==> config.mk <==
export PLATFORM = sky130hd
export DESIGN_NAME = bpr_out_pipe
export DESIGN_NICKNAME = d
export VERILOG_FILES = /design/src/bpr_pkg.sv /design/src/bpr_out_pipe.sv
export SDC_FILE = /design/constraint.sdc
export NUM_CORES = 1
export LEC_CHECK = 0
export ABC_AREA = 1
export ABC_CLOCK_PERIOD_IN_PS = 10170
export BUFFER_PORTS_ARGS = -buffer_cell sky130_fd_sc_hd__buf_4
export CAP_MARGIN = 20
export CORE_MARGIN = 2
export CORE_UTILIZATION = 35
export DETAILED_ROUTE_END_ITERATION = 8
export PLACE_DENSITY = 0.56
export SLEW_MARGIN = 20
export SYNTH_ARGS = -nofsm -noshare
export SYNTH_HDL_FRONTEND = slang
export SYNTH_SLANG_ARGS = --single-unit
export TNS_END_PERCENT = 20
==> constraint.sdc <==
create_clock -name clk -period 10.17 [get_ports clk]
set_clock_uncertainty 0.05 [all_clocks]
set_input_delay 2.5425 -clock clk [delete_from_list [all_inputs] [get_ports clk]]
set_output_delay 2.5425 -clock clk [all_outputs]
set_load 0.1 [all_outputs]
==> src/bpr_pkg.sv <==
// Shared types and constants for the BMP pixel row decoder.
// No dependencies; imported by every module of the block.
`timescale 1ns / 1ps

package bpr_pkg;

  localparam int COLOR_W = 8;
  localparam int COORD_W = 12;
  localparam int RGB_W   = 3 * COLOR_W;

  // Input opcodes
  localparam logic OP_PALETTE = 1'b0;
  localparam logic OP_PIXEL   = 1'b1;

  // Configuration register indexes
  localparam logic [1:0] REG_BPP    = 2'd0;
  localparam logic [1:0] REG_WIDTH  = 2'd1;
  localparam logic [1:0] REG_HEIGHT = 2'd2;

  // Supported pixel depths
  localparam logic [5:0] BPP_MONO  = 6'd1;
  localparam logic [5:0] BPP_NIB   = 6'd4;
  localparam logic [5:0] BPP_BYTE  = 6'd8;
  localparam logic [5:0] BPP_TRUE  = 6'd24;

  // Reset values of the configuration registers
  localparam logic [5:0]  BPP_RESET    = 6'd24;
  localparam logic [12:0] WIDTH_RESET  = 13'd640;
  localparam logic [12:0] HEIGHT_RESET = 13'd480;

  // Rounding term for 4-byte row alignment (in bits)
  localparam int ROW_ALIGN_ROUND = 31;

  typedef enum logic [2:0] {
    MODE_1,
    MODE_4,
    MODE_8,
    MODE_24,
    MODE_ERR
  } mode_t;

  // One pixel slot on its way to the output
  typedef struct packed {
    logic [RGB_W-1:0]   rgb;
    logic [COORD_W-1:0] column;
    logic [COORD_W-1:0] row;
    logic               row_end;
    logic               image_end;
    logic               error;
    logic               last;
    logic               use_pal;
  } pix_meta_t;

endpackage

==> src/bpr_out_pipe.sv <==
// Read stage and output register: joins palette read data with the pixel slot
// and presents the result. Uses bpr_pkg for the slot type.
`timescale 1ns / 1ps

module bpr_out_pipe
  import bpr_pkg::*;
(
  input  logic             clk,
  input  logic             rst,
  input  logic             slot_valid,
  input  pix_meta_t        slot,
  input  logic [RGB_W-1:0] rdata,
  input  logic             out_ready,
  output logic             adv,
  output logic             out_valid,
  output pix_meta_t        out_meta
);

  logic      b_valid;
  pix_meta_t b_meta;
  pix_meta_t b_join;

  // Move the whole pipe unless the output holds an untaken result
  assign adv = !out_valid || out_ready;

  always_ff @(posedge clk) begin
    if (rst) begin
      b_valid   <= 1'b0;
      out_valid <= 1'b0;
    end else if (adv) begin
      b_valid   <= slot_valid;
      out_valid <= b_valid;
    end
  end

  // Take the palette color where the slot asks for it
  always_comb begin
    b_join = b_meta;
    if (b_meta.use_pal) begin
      b_join.rgb = rdata;
    end
  end

  // Payload
  always_ff @(posedge clk) begin
    if (adv) begin
      b_meta   <= slot;
      out_meta <= b_join;
    end
  end

  // Error results are always the last of their byte
  assert property (@(posedge clk) disable iff (rst)
    (b_valid && b_meta.error) |-> b_meta.last)
    else $error("error result without last");

  // A stalled output keeps the stage behind it full or empty as it was
  assert property (@(posedge clk) disable iff (rst)
    (out_valid && !out_ready) |=> (b_valid == $past(b_valid)))
    else $error("read stage moved during stall");

  // Error results carry no color
  assert property (@(posedge clk) disable iff (rst)
    (b_valid && b_meta.error) |-> (b_meta.rgb == '0 && !b_meta.use_pal))
    else $error("error result with pixel data");

endmodule
==> metrics.cfg <==
[global_routing]
first_global_vias = 1896
gr-total-overflow = 0
grt_max_degree = 77
grt_antenna_before_repair = 0
grt_pass1_wl_um = 9425
track_usage_pct = 11.21

[route]
drcViolationCount = 0
drtPass1Iterations = 4
dr_total_vias = 1943
wire_per_inst_um = 12.80
drtAntennaViolNets = 0
routed_wl_um = 6118
vias_per_cell = 4.065
drt_iter0_drc = 109

[sta]
fmax_mhz = 166.2
post-route-period-util_pct = 59.18
report.final.slew_viol_count = 0
hold_violations = 0
period_minus_slack_ns = 6.018
setup_viol = 0
rsz0062_at_grt = no
worst_pin_slew_ns = 0.9447
tns_ns = 0
relSlewSlack_pct = 37.02

[placement]
place_congestion = 0.6719
portBuffers = 135
dpl.hpwl_um = 4329
placed_area_mm2 = 0.004782

[setup_path]
critPathMaxFanout = 33
crit_buf_inv = 3
required_ns = 7.58
cp_slowest_cell = buf_4
path_class = input pin to output pin
crit_chain = buf_4, inv_1, nand2_4, buf_4
r2r-start = out_valid
reg2reg_to = out_meta[15]
end_kind = output pin
crit_arrival_ns = 3.43
r2r.worst_path.cells = 2
ff2ff_setup_slack_ns = 8.15
crit_path_frequent_cell = buf_4
critPathTopFamily = buffers and inverters
cp-start-kind = input pin
slowest_delay_ns = 0.38

[min_path]
holdPathStages = 0
hold_end = out_meta[13]
min_path_type = register to register
min-delay-start = b_join[13]

[clock_tree]
cts.sinks = 108
cts_root_buf = clkbuf_8
insertion_delay_ns = 0.35
cts_hold_buf = 0
cts_max_level = 3
clock_path_buffers = 2
cts.repair.resized = 0
cts_setup_buffers = 0
cts_tree = built
path_clk_slew_ns = 0.09
cts_made_buffers = 9

[pwr]
vdd_drop_max_uv = 89.21
pwr_density_cell_mw_per_mm2 = 205.6
p_comb_share_pct = 22.2
fin_total_pwr_mw = 1.024
swShare_pct = 32.10
p_leak_nw = 2.141
power.switching_mw = 0.3287
p_seq_share_pct = 52.7
p_int_mw = 0.6952
clkPwrFrac_pct = 25.2

[yosys]
synth_cell_type_count = 13
synth_nets = 275
synthDominantCellAreaShare_pct = 87.78
synthCells = 194
yosysSeqAreaShare_pct = 88.89
syn_area_mm2 = 0.003626
synth_top_area_cell = edfxtp_1
synth_area_per_cell_um2 = 18.69
synth_warnings = 0
ys_seq_elements = 108
synthTopCellsByArea = edfxtp_1 88%, inv_1 2.8%, o21ai_0 2.8%

[floorplanning]
initial_core_util_pct = 35.60
die_area_mm2 = 0.01119
die_h_um = 105.8
num_rows = 37
die_w_um = 105.8
core_mm2 = 0.01018
num_io_pins = 136

[finish]
final_area_mm2 = 0.004981
fillers = 927
final_common_cell = buf_4
syn_to_final_growth_pct = 37.37
final_nets = 418
drive_gt1_share_pct = 45.61
antenna_cells = 0
final_cell_mix = 137 x buf_4, 106 x edfxtp_1, 27 x inv_1, 25 x nand2_1, 20 x o21ai_0

[status]
status = completed

[flow_run]
maxCapViolCount = 0

## cell type report
| class | count | area (µm²) | area share, % |
|---|---|---|---|
| clock buffers | 10 | 127.6 | 2.562 |
| repair buffers | 137 | 1028 | 20.65 |
| multi-input cells | 54 | 259.0 | 5.200 |
| well taps | 136 | 170.2 | 3.416 |
| inverters | 27 | 101.3 | 2.035 |
| flip-flops and latches | 108 | 3223 | 64.71 |
| clock inverters | 6 | 71.32 | 1.432 |
## worst max path at each step
stage	endpoint	start	depth (start not counted)	slack (ns)
5_1_grt	adv	out_ready	4	4.08
2_1_floorplan	adv	out_ready	2	2.09
6_report	adv	out_ready	4	4.15
3_3_place_gp	adv	out_ready	4	4.17
3_5_place_dp	adv	out_ready	4	4.13
4_1_cts	adv	out_ready	4	4.13
## through the flow
stage	std cells	worst slack [ns]	hold slack (ns)	utilization [%]
floorplan	194	2.089	0.3503	-
global placement	462	4.166	0.3509	46.95
detailed placement	462	4.133	0.3545	46.95
CTS	478	4.129	0.3780	48.91
global route	478	4.081	0.3859	48.91
finish	478	4.152	0.3767	48.91
## per-layer routing
layer / GRT usage [%] / share of wire (%)
met3: 4.824 / 9.7
met5: 0 / 0
met1: 12.33 / 37
met2: 18.53 / 52
met4: 5.639 / 1.3
## power groups by stage
stage	registers (mW)	logic (mW)	clock network (mW)
3_3_place_gp	0.549	0.228	0
2_1_floorplan	0.701	0.0189	0
5_1_grt	0.543	0.235	0.287
4_1_cts	0.540	0.229	0.269
3_5_place_dp	0.550	0.229	0
6_report	0.539	0.227	0.258
## state kept, by name, indices dropped and copies added (netlist names)
signal,cells
out_meta,53
b_join,29
b_meta,24
b_valid,1
out_valid,1
## cells by family (layout without fill, tap and decap cells)
family	count (synthesis)	count (layout)	synth area share (%)
AOI/OAI and AO/OA	26	26	4.003
buffers and inverters	32	180	4.175
DFF	108	108	88.89
and+or+nand+nor	28	28	2.933
## Yosys cell counts
cell type / instances
dfxtp_1: 2
nand2_1: 26
buf_8: 2
edfxtp_1: 106
buf_2: 1
nand3_1: 1
o21ai_2: 4
nor2_1: 1
a21oi_1: 2
clkbuf_1: 1
o21ai_0: 20
buf_6: 1
inv_1: 27
Power figures use the tool's default switching activity.
