## src/bpr_pkg.sv

```systemverilog
// Shared types and constants for the BMP pixel row decoder.
// No dependencies; imported by every module of the block.
`timescale 1ns / 1ps

package bpr_pkg;

  localparam int COLOR_W = 8;
  localparam int COORD_W = 12;
  localparam int RGB_W   = 3 * COLOR_W;

  // Input opcodes
  localparam logic OP_PALETTE = 1'b0;
  localparam logic OP_PIXEL   = 1'b1;

  // Configuration register indexes
  localparam logic [1:0] REG_BPP    = 2'd0;
  localparam logic [1:0] REG_WIDTH  = 2'd1;
  localparam logic [1:0] REG_HEIGHT = 2'd2;

  // Supported pixel depths
  localparam logic [5:0] BPP_MONO  = 6'd1;
  localparam logic [5:0] BPP_NIB   = 6'd4;
  localparam logic [5:0] BPP_BYTE  = 6'd8;
  localparam logic [5:0] BPP_TRUE  = 6'd24;

  // Reset values of the configuration registers
  localparam logic [5:0]  BPP_RESET    = 6'd24;
  localparam logic [12:0] WIDTH_RESET  = 13'd640;
  localparam logic [12:0] HEIGHT_RESET = 13'd480;

  // Rounding term for 4-byte row alignment (in bits)
  localparam int ROW_ALIGN_ROUND = 31;

  typedef enum logic [2:0] {
    MODE_1,
    MODE_4,
    MODE_8,
    MODE_24,
    MODE_ERR
  } mode_t;

  // One pixel slot on its way to the output
  typedef struct packed {
    logic [RGB_W-1:0]   rgb;
    logic [COORD_W-1:0] column;
    logic [COORD_W-1:0] row;
    logic               row_end;
    logic               image_end;
    logic               error;
    logic               last;
    logic               use_pal;
  } pix_meta_t;

endpackage

```

## src/bpr_pixel_seq.sv

```systemverilog
// Byte sequencer: holds one pixel-data byte, steps its pixels one per cycle unless stalled,
// keeps the column, row and row-byte counters and issues palette reads. Uses bpr_pkg.
`timescale 1ns / 1ps

module bpr_pixel_seq
  import bpr_pkg::*;
#(
  parameter int MAX_WIDTH     = 4096,
  parameter int MAX_HEIGHT    = 4096,
  parameter int PALETTE_DEPTH = 256
) (
  input  logic                                         clk,
  input  logic                                         rst,
  input  logic                                         load,
  input  logic [COLOR_W-1:0]                           load_byte,
  input  logic                                         adv,
  input  mode_t                                        mode,
  input  logic [$clog2(MAX_WIDTH+1)-1:0]               eff_w,
  input  logic [$clog2(MAX_HEIGHT+1)-1:0]              eff_h,
  input  logic [$clog2(MAX_WIDTH*24+32)-4:0]           row_bytes,
  output logic                                         busy,
  output logic                                         done,
  output logic                                         slot_valid,
  output pix_meta_t                                    slot,
  output logic                                         rd_en,
  output logic [$clog2(PALETTE_DEPTH)-1:0]             rd_addr
);

  localparam int COL_W  = $clog2(MAX_WIDTH + 1);
  localparam int ROW_W  = $clog2(MAX_HEIGHT);
  localparam int H_W    = $clog2(MAX_HEIGHT + 1);
  localparam int RB_W   = $clog2(MAX_WIDTH * 24 + 32) - 3;
  localparam int PAL_AW = $clog2(PALETTE_DEPTH);

  logic                 hold_valid;
  logic [COLOR_W-1:0]   hold_byte;
  logic [2:0]           sub;
  logic [COL_W-1:0]     column_count;
  logic [ROW_W-1:0]     row_count;
  logic [RB_W-1:0]      row_byte_count;
  logic [2*COLOR_W-1:0] partial;
  logic [1:0]           pcount;

  logic                 hold_valid_next;
  logic [2:0]           sub_next;
  logic [COL_W-1:0]     column_count_next;
  logic [ROW_W-1:0]     row_count_next;
  logic [RB_W-1:0]      row_byte_count_next;
  logic [2*COLOR_W-1:0] partial_next;
  logic [1:0]           pcount_next;

  logic [ROW_W-1:0]     row_eff;
  logic [H_W-1:0]       row_inc;
  logic                 row_last;
  logic                 col_in;
  logic                 col_last;
  logic [RB_W:0]        rb_next;
  logic                 row_wrap;
  logic                 emit;
  logic                 pal_mode;
  logic                 pal_ok;
  logic [COLOR_W-1:0]   idx;
  logic                 step;
  logic [COORD_W+COL_W-1:0] col_ext;
  logic [COORD_W+ROW_W-1:0] row_ext;

  assign busy = hold_valid;
  assign step = hold_valid && adv;

  // Position of the current pixel within the row and the image
  always_comb begin
    row_eff  = (H_W'(row_count) >= eff_h) ? '0 : row_count;
    row_inc  = H_W'(row_eff) + H_W'(1);
    row_last = (row_inc == eff_h);
    col_in   = (column_count < eff_w);
    col_last = (column_count == (eff_w - COL_W'(1)));
    rb_next  = (RB_W+1)'(row_byte_count) + (RB_W+1)'(1);
    row_wrap = (rb_next >= (RB_W+1)'(row_bytes));
    col_ext  = {{COORD_W{1'b0}}, column_count};
    row_ext  = {{COORD_W{1'b0}}, row_eff};
  end

  // Pick the pixel of this step and decide whether the byte is finished
  always_comb begin
    emit     = 1'b0;
    done     = 1'b1;
    pal_mode = 1'b1;
    idx      = '0;
    case (mode)
      MODE_1: begin
        idx  = {{(COLOR_W-1){1'b0}}, hold_byte[~sub]};
        emit = col_in;
        done = !col_in || (sub == 3'd7) || col_last;
      end
      MODE_4: begin
        idx  = {4'b0000, (sub[0] ? hold_byte[3:0] : hold_byte[7:4])};
        emit = col_in;
        done = !col_in || sub[0] || col_last;
      end
      MODE_8: begin
        idx  = hold_byte;
        emit = col_in;
      end
      MODE_24: begin
        pal_mode = 1'b0;
        emit     = col_in && (pcount == 2'd2);
      end
      default: begin
        pal_mode = 1'b0;
      end
    endcase
  end

  assign pal_ok     = ({1'b0, idx} < 9'(PALETTE_DEPTH));
  assign slot_valid = step && (emit || (mode == MODE_ERR));
  assign rd_en      = step && emit && pal_mode && pal_ok;
  assign rd_addr    = idx[PAL_AW-1:0];

  // Build the slot; palette pixels get their color one stage later
  always_comb begin
    slot = '0;
    if (mode == MODE_ERR) begin
      slot.error = 1'b1;
      slot.last  = 1'b1;
    end else begin
      slot.column    = col_ext[COORD_W-1:0];
      slot.row       = row_ext[COORD_W-1:0];
      slot.row_end   = col_last;
      slot.image_end = col_last && row_last;
      slot.last      = done;
      slot.use_pal   = pal_mode && pal_ok;
      if (mode == MODE_24) begin
        slot.rgb = {hold_byte, partial};
      end
    end
  end

  // Hold the byte under work
  always_ff @(posedge clk) begin
    if (load) begin
      hold_byte <= load_byte;
    end
  end

  // Next step counter and image counters
  always_comb begin
    hold_valid_next     = hold_valid;
    sub_next            = sub;
    column_count_next   = column_count;
    row_count_next      = row_count;
    row_byte_count_next = row_byte_count;
    partial_next        = partial;
    pcount_next         = pcount;
    if (step) begin
      sub_next = sub + 3'd1;
      if (done) begin
        hold_valid_next = 1'b0;
      end
      if (mode != MODE_ERR) begin
        if (emit) begin
          column_count_next = column_count + COL_W'(1);
        end
        if ((mode == MODE_24) && col_in) begin
          case (pcount)
            2'd0: begin
              partial_next = {{COLOR_W{1'b0}}, hold_byte};
              pcount_next  = 2'd1;
            end
            2'd1: begin
              partial_next[2*COLOR_W-1:COLOR_W] = hold_byte;
              pcount_next                       = 2'd2;
            end
            default: begin
              partial_next = '0;
              pcount_next  = 2'd0;
            end
          endcase
        end
        if (done) begin
          if (row_wrap) begin
            row_byte_count_next = '0;
            column_count_next   = '0;
            partial_next        = '0;
            pcount_next         = '0;
            row_count_next      = row_last ? '0 : row_inc[ROW_W-1:0];
          end else begin
            row_byte_count_next = rb_next[RB_W-1:0];
            row_count_next      = row_eff;
          end
        end
      end
    end
    if (load) begin
      hold_valid_next = 1'b1;
      sub_next        = '0;
    end
  end

  // Advance the step counter and the image counters
  always_ff @(posedge clk) begin
    if (rst) begin
      hold_valid     <= 1'b0;
      sub            <= '0;
      column_count   <= '0;
      row_count      <= '0;
      row_byte_count <= '0;
      partial        <= '0;
      pcount         <= '0;
    end else begin
      hold_valid     <= hold_valid_next;
      sub            <= sub_next;
      column_count   <= column_count_next;
      row_count      <= row_count_next;
      row_byte_count <= row_byte_count_next;
      partial        <= partial_next;
      pcount         <= pcount_next;
    end
  end

  // The partial color never counts three bytes
  assert property (@(posedge clk) disable iff (rst) pcount != 2'd3)
    else $error("partial byte count out of range");

  // Single-result depths finish their byte in one step
  assert property (@(posedge clk) disable iff (rst)
    (hold_valid && (mode == MODE_8 || mode == MODE_24 || mode == MODE_ERR)) |-> done)
    else $error("single-step byte did not finish");

  // At 4 bpp a byte has at most two steps
  assert property (@(posedge clk) disable iff (rst)
    (hold_valid && mode == MODE_4) |-> (sub[2:1] == 2'b00))
    else $error("nibble step past second pixel");

  // A palette read is issued only with a slot
  assert property (@(posedge clk) disable iff (rst) rd_en |-> slot_valid)
    else $error("palette read without pixel slot");

endmodule

```

## config.mk

```make
export PLATFORM = sky130hd
export DESIGN_NAME = bpr_pixel_seq
export DESIGN_NICKNAME = d
export VERILOG_FILES = /design/src/bpr_pkg.sv /design/src/bpr_pixel_seq.sv
export SDC_FILE = /design/constraint.sdc
export NUM_CORES = 1
export LEC_CHECK = 0
export ABC_AREA = 1
export BUFFER_PORTS_ARGS = -buffer_cell sky130_fd_sc_hd__buf_2
export CORE_MARGIN = 2
export CORE_UTILIZATION = 50
export DETAILED_ROUTE_END_ITERATION = 6
export PLACE_DENSITY = 0.77
export SYNTH_ARGS = -nofsm -noshare
export SYNTH_HDL_FRONTEND = slang
export SYNTH_SLANG_ARGS = --single-unit
```

## constraint.sdc

```tcl
create_clock -name clk -period 8.37 [get_ports clk]
set_input_delay 0 -clock clk [delete_from_list [all_inputs] [get_ports clk]]
set_output_delay 0 -clock clk [all_outputs]
set_load 0.01 [all_outputs]
```

==> summary.md <==
| Metric | Value |
|---|---|
| Final setup viols | 0 |
| Power density cells | 131 nW/µm² |
| Setup slack, reg-to-reg | 4.62 ns |
| Total gr overflow | 0 |
| Met3 Usage GRT | 4.59% |
| Drt total wl | 16000 µm |
| Async SR Flop Fraction | 0% |
| Setup CP Type | reg2out |
| Period utilization | 46.8% |
| Residual DRC | 0 |
| Slew @ Worst Pin | 1.06 ns |
| Layout cells sized above 1 | 15.8% |
| Final clock skew | 0.00633 ns |
| Max_cap viols | 0 |
| Status | finished clean |
| Placer Congestion | 0.894 |
| Rel. slew slack | 28.7% |
| Hold_buf cts | 8 |
| Synthesized instance count | 932 |
| DIE WIDTH | 113 µm |
| Met1 global-route usage | 33.3% |
| Final hold violation count | 0 |
| Min cycle time layout | 3.92 ns |
| Hold Path Class | in2reg |
| Placed cells | 1170 |
| # resized after CTS | 0 |
| Total die area | 12700 µm² |
| Filler cells | 1101 |
| FF-to-FF path depth | 18 |
| GRT Total Usage | 25.1% |
| Initial core utilization | 51.4% |
| Root buf cell | clkbuf_16 |
| Setup TNS | 0 ns |
| Std cell rows | 39 |
| Arrival time at the worst endpoint | 3.92 ns |
| Critical Path End | slot[3] |
| Placed wire-length estimate | 12100 µm |
| Largest net degree at the start of global routing | 40 |
| P&R area growth vs syn | 17.1% |
| Port Buf Inserts | 119 |
| Io pins | 120 |
| Drt pass-1 iters | 5 |
| Post-Place Setup Slack | 4.66 ns |
| CP Data Required Time | 8.37 ns |
| Final hold slack | 0.0105 ns |
| Footprint of the multi-input gates | 3720 µm² |
| Post-route cell area | 6900 µm² |
| Slew Limit Fails | 0 |
| Post-synth EDFFs | 8 |
| CTS Buffer Depth | 2 |
| Core Area | 11500 µm² |
| Fmax achieved | 0.255 GHz |
| Final ANT Viol Nets | 0 |
| Placed inst area | 6530 µm² |
| Via density | 5.29 |
| Synth warn | 0 |
| H-tree depth | 3 |
| Nature of the critical path endpoint | primary output |
| Critical Path Start Type | register |
| Wire per inst | 13.4 µm |
| RSZ-0062 raised after global routing | no |
| Later-pin clock latency in the skew report | 0.34 ns |
| Worst vdd rail ir drop | 0.0809 mV |
| Synth Net Count | 1032 |
| FF/Latch Area | 1460 µm² |
| Sequential fraction of the synthesis area | 24.8% |
| 1st-iter DRT viols | 606 |
| Yosys reg bits | 69 |
| Die H | 113 µm |
| Global Route met2 Usage | 41.0% |
| Final worst setup slack | 4.45 ns |
| Worst r2r src | row_byte_count[0]$_SDFFE_PP0P_ |
| Clock-pin slew on the worst setup and hold paths | 0.06 ns |
| Mapped Area | 5890 µm² |
| Most used DFF post-synth | dfxtp_1 |
| Global-route wire length before repair | 26300 µm |
| Unique masters post-synth | 50 |
| Final std cells w/o fill | 1194 |
| Setup bufs post-CTS | 0 |
| R2r endpoint | row_byte_count[1]$_SDFFE_PP0P_ |
| Via count | 6312 |
| Sink Count | 69 |
| Number of global-route vias before repair | 5696 |
| Leakage | 3.42 nW |
| Ant diodes | 0 |
| Crit path from | row_count[2]$_SDFFE_PP0P_ |
| Crit Path Max Fanout | 11 |
| Nets | 1146 |
| Most used routing layer in global routing | met2 |
| TritonCTS clock tree | yes |
| Synth Area per Inst | 6.32 µm² |
| Initial antenna violation count | 0 |
| CTS Buf Count | 9 |
## report_power, final
part | internal (W) | switching, W | leakage, nW | total [W]
combinational | 0.0000601 | 0.000109 | 2.71 | 0.000169
sequential | 0.000347 | 0.0000119 | 0.573 | 0.000359
clock | 0.000229 | 0.000150 | 0.145 | 0.000379
## critical path, stage by stage, from the launching register on
cell	delay, ns
dfxtp_1	0.48
ha_1	0.30
nand2_1	0.09
nor2_1	0.04
nand2_1	0.05
nand3_1	0.06
nand2_1	0.39
inv_2	0.09
nor2_4	0.22
nand2_1	0.15
inv_1	0.12
ha_1	0.21
nand4_2	0.14
nor2_2	0.24
nand3_1	0.13
nand2_1	0.10
nand2_1	0.05
nand2_1	0.08
nand3_1	0.07
nor2_1	0.10
nand2_1	0.06
nor3_1	0.21
buf_2	0.18
## state kept, by name, summed over array words and instances (netlist names)
register	count
row_byte_count	14
hold_byte	8
column_count	13
partial	16
sub	3
pcount	2
busy	1
row_count	12
## synth_stat cells (7+ instances only)
master / number / share of area, %
a21oi_1: 72 / 6.1
clkbuf_1: 14 / 0.89
dfxtp_1: 61 / 21
edfxtp_1: 8 / 4.1
ha_1: 45 / 9.6
inv_1: 143 / 9.1
nand2_1: 170 / 11
nand3_1: 74 / 6.3
nand4_1: 17 / 1.8
nor2_1: 155 / 9.9
nor3_1: 14 / 1.2
o21ai_0: 37 / 3.1
o22ai_1: 16 / 1.7
xnor2_1: 7 / 1.0
xor2_1: 27 / 4.0
## cells in the final DEF (no fill, tap or decap), types with 5 or more instances in the layout
master           n
nand3_1         74
inv_1          143
dlygate4sd3_1    8
o211ai_1         5
nand2_1        170
o21ai_0         37
a21oi_1         72
inv_2            6
nor3_1          14
ha_1            45
edfxtp_1         8
dfxtp_1         61
xnor2_1          7
nor2_2           6
nand4_1         17
xor2_1          27
buf_2          119
nor2_1         155
clkbuf_16        9
o22ai_1         16
## worst min-delay path by stage
| stage | cells past startpoint | slack (ns) | endpoint | startpoint |
|---|---|---|---|---|
| after global routing | 1 | 0.02 | hold_byte[7]$_DFFE_PP_ | load |
| after global placement | 1 | 0.18 | hold_byte[7]$_DFFE_PP_ | load_byte[7] |
| after detailed placement | 1 | 0.18 | hold_byte[7]$_DFFE_PP_ | load_byte[7] |
| final | 1 | 0.01 | hold_byte[7]$_DFFE_PP_ | load |
| after floorplan | 0 | 0.1 | hold_byte[0]$_DFFE_PP_ | load_byte[0] |
| after CTS | 1 | 0.008 | hold_byte[7]$_DFFE_PP_ | load |
## cell families after synthesis
group	share of synthesized area (%)
flip-flops	24.8
AO/OA/AOI/OAI	14.0
adder cells (fa/ha/maj)	9.56
XOR/XNOR	5.06
buffers and inverters	12.1
AND/OR/NAND/NOR	34.4
## metrics by stage
| stage | util (%) | power [W] |
|---|---|---|
| final | 60.2 | 0.000907 |
| after global routing | 60.2 | 0.000946 |
| after detailed placement | 56.9 | 0.000529 |
| after floorplan | - | 0.000477 |
| after CTS | 60.2 | 0.000907 |
| after global placement | 56.9 | 0.000528 |
## routing by layer
metal / part of all wire (%) / wire length, µm
met5: 0 / 0
met2: 46 / 7290
met4: 1.8 / 296
met3: 6.7 / 1080
met1: 46 / 7350
## layout make-up
class	count	share of cell area, %
clock buffers	9	3.27
repair buffers	128	9.90
inverters	151	8.22
well taps	143	2.59
multi-input cells	687	53.9
clock inverters	7	0.961
flip-flops and latches	69	21.2
Note: power is estimated with default switching activity, not from simulation.
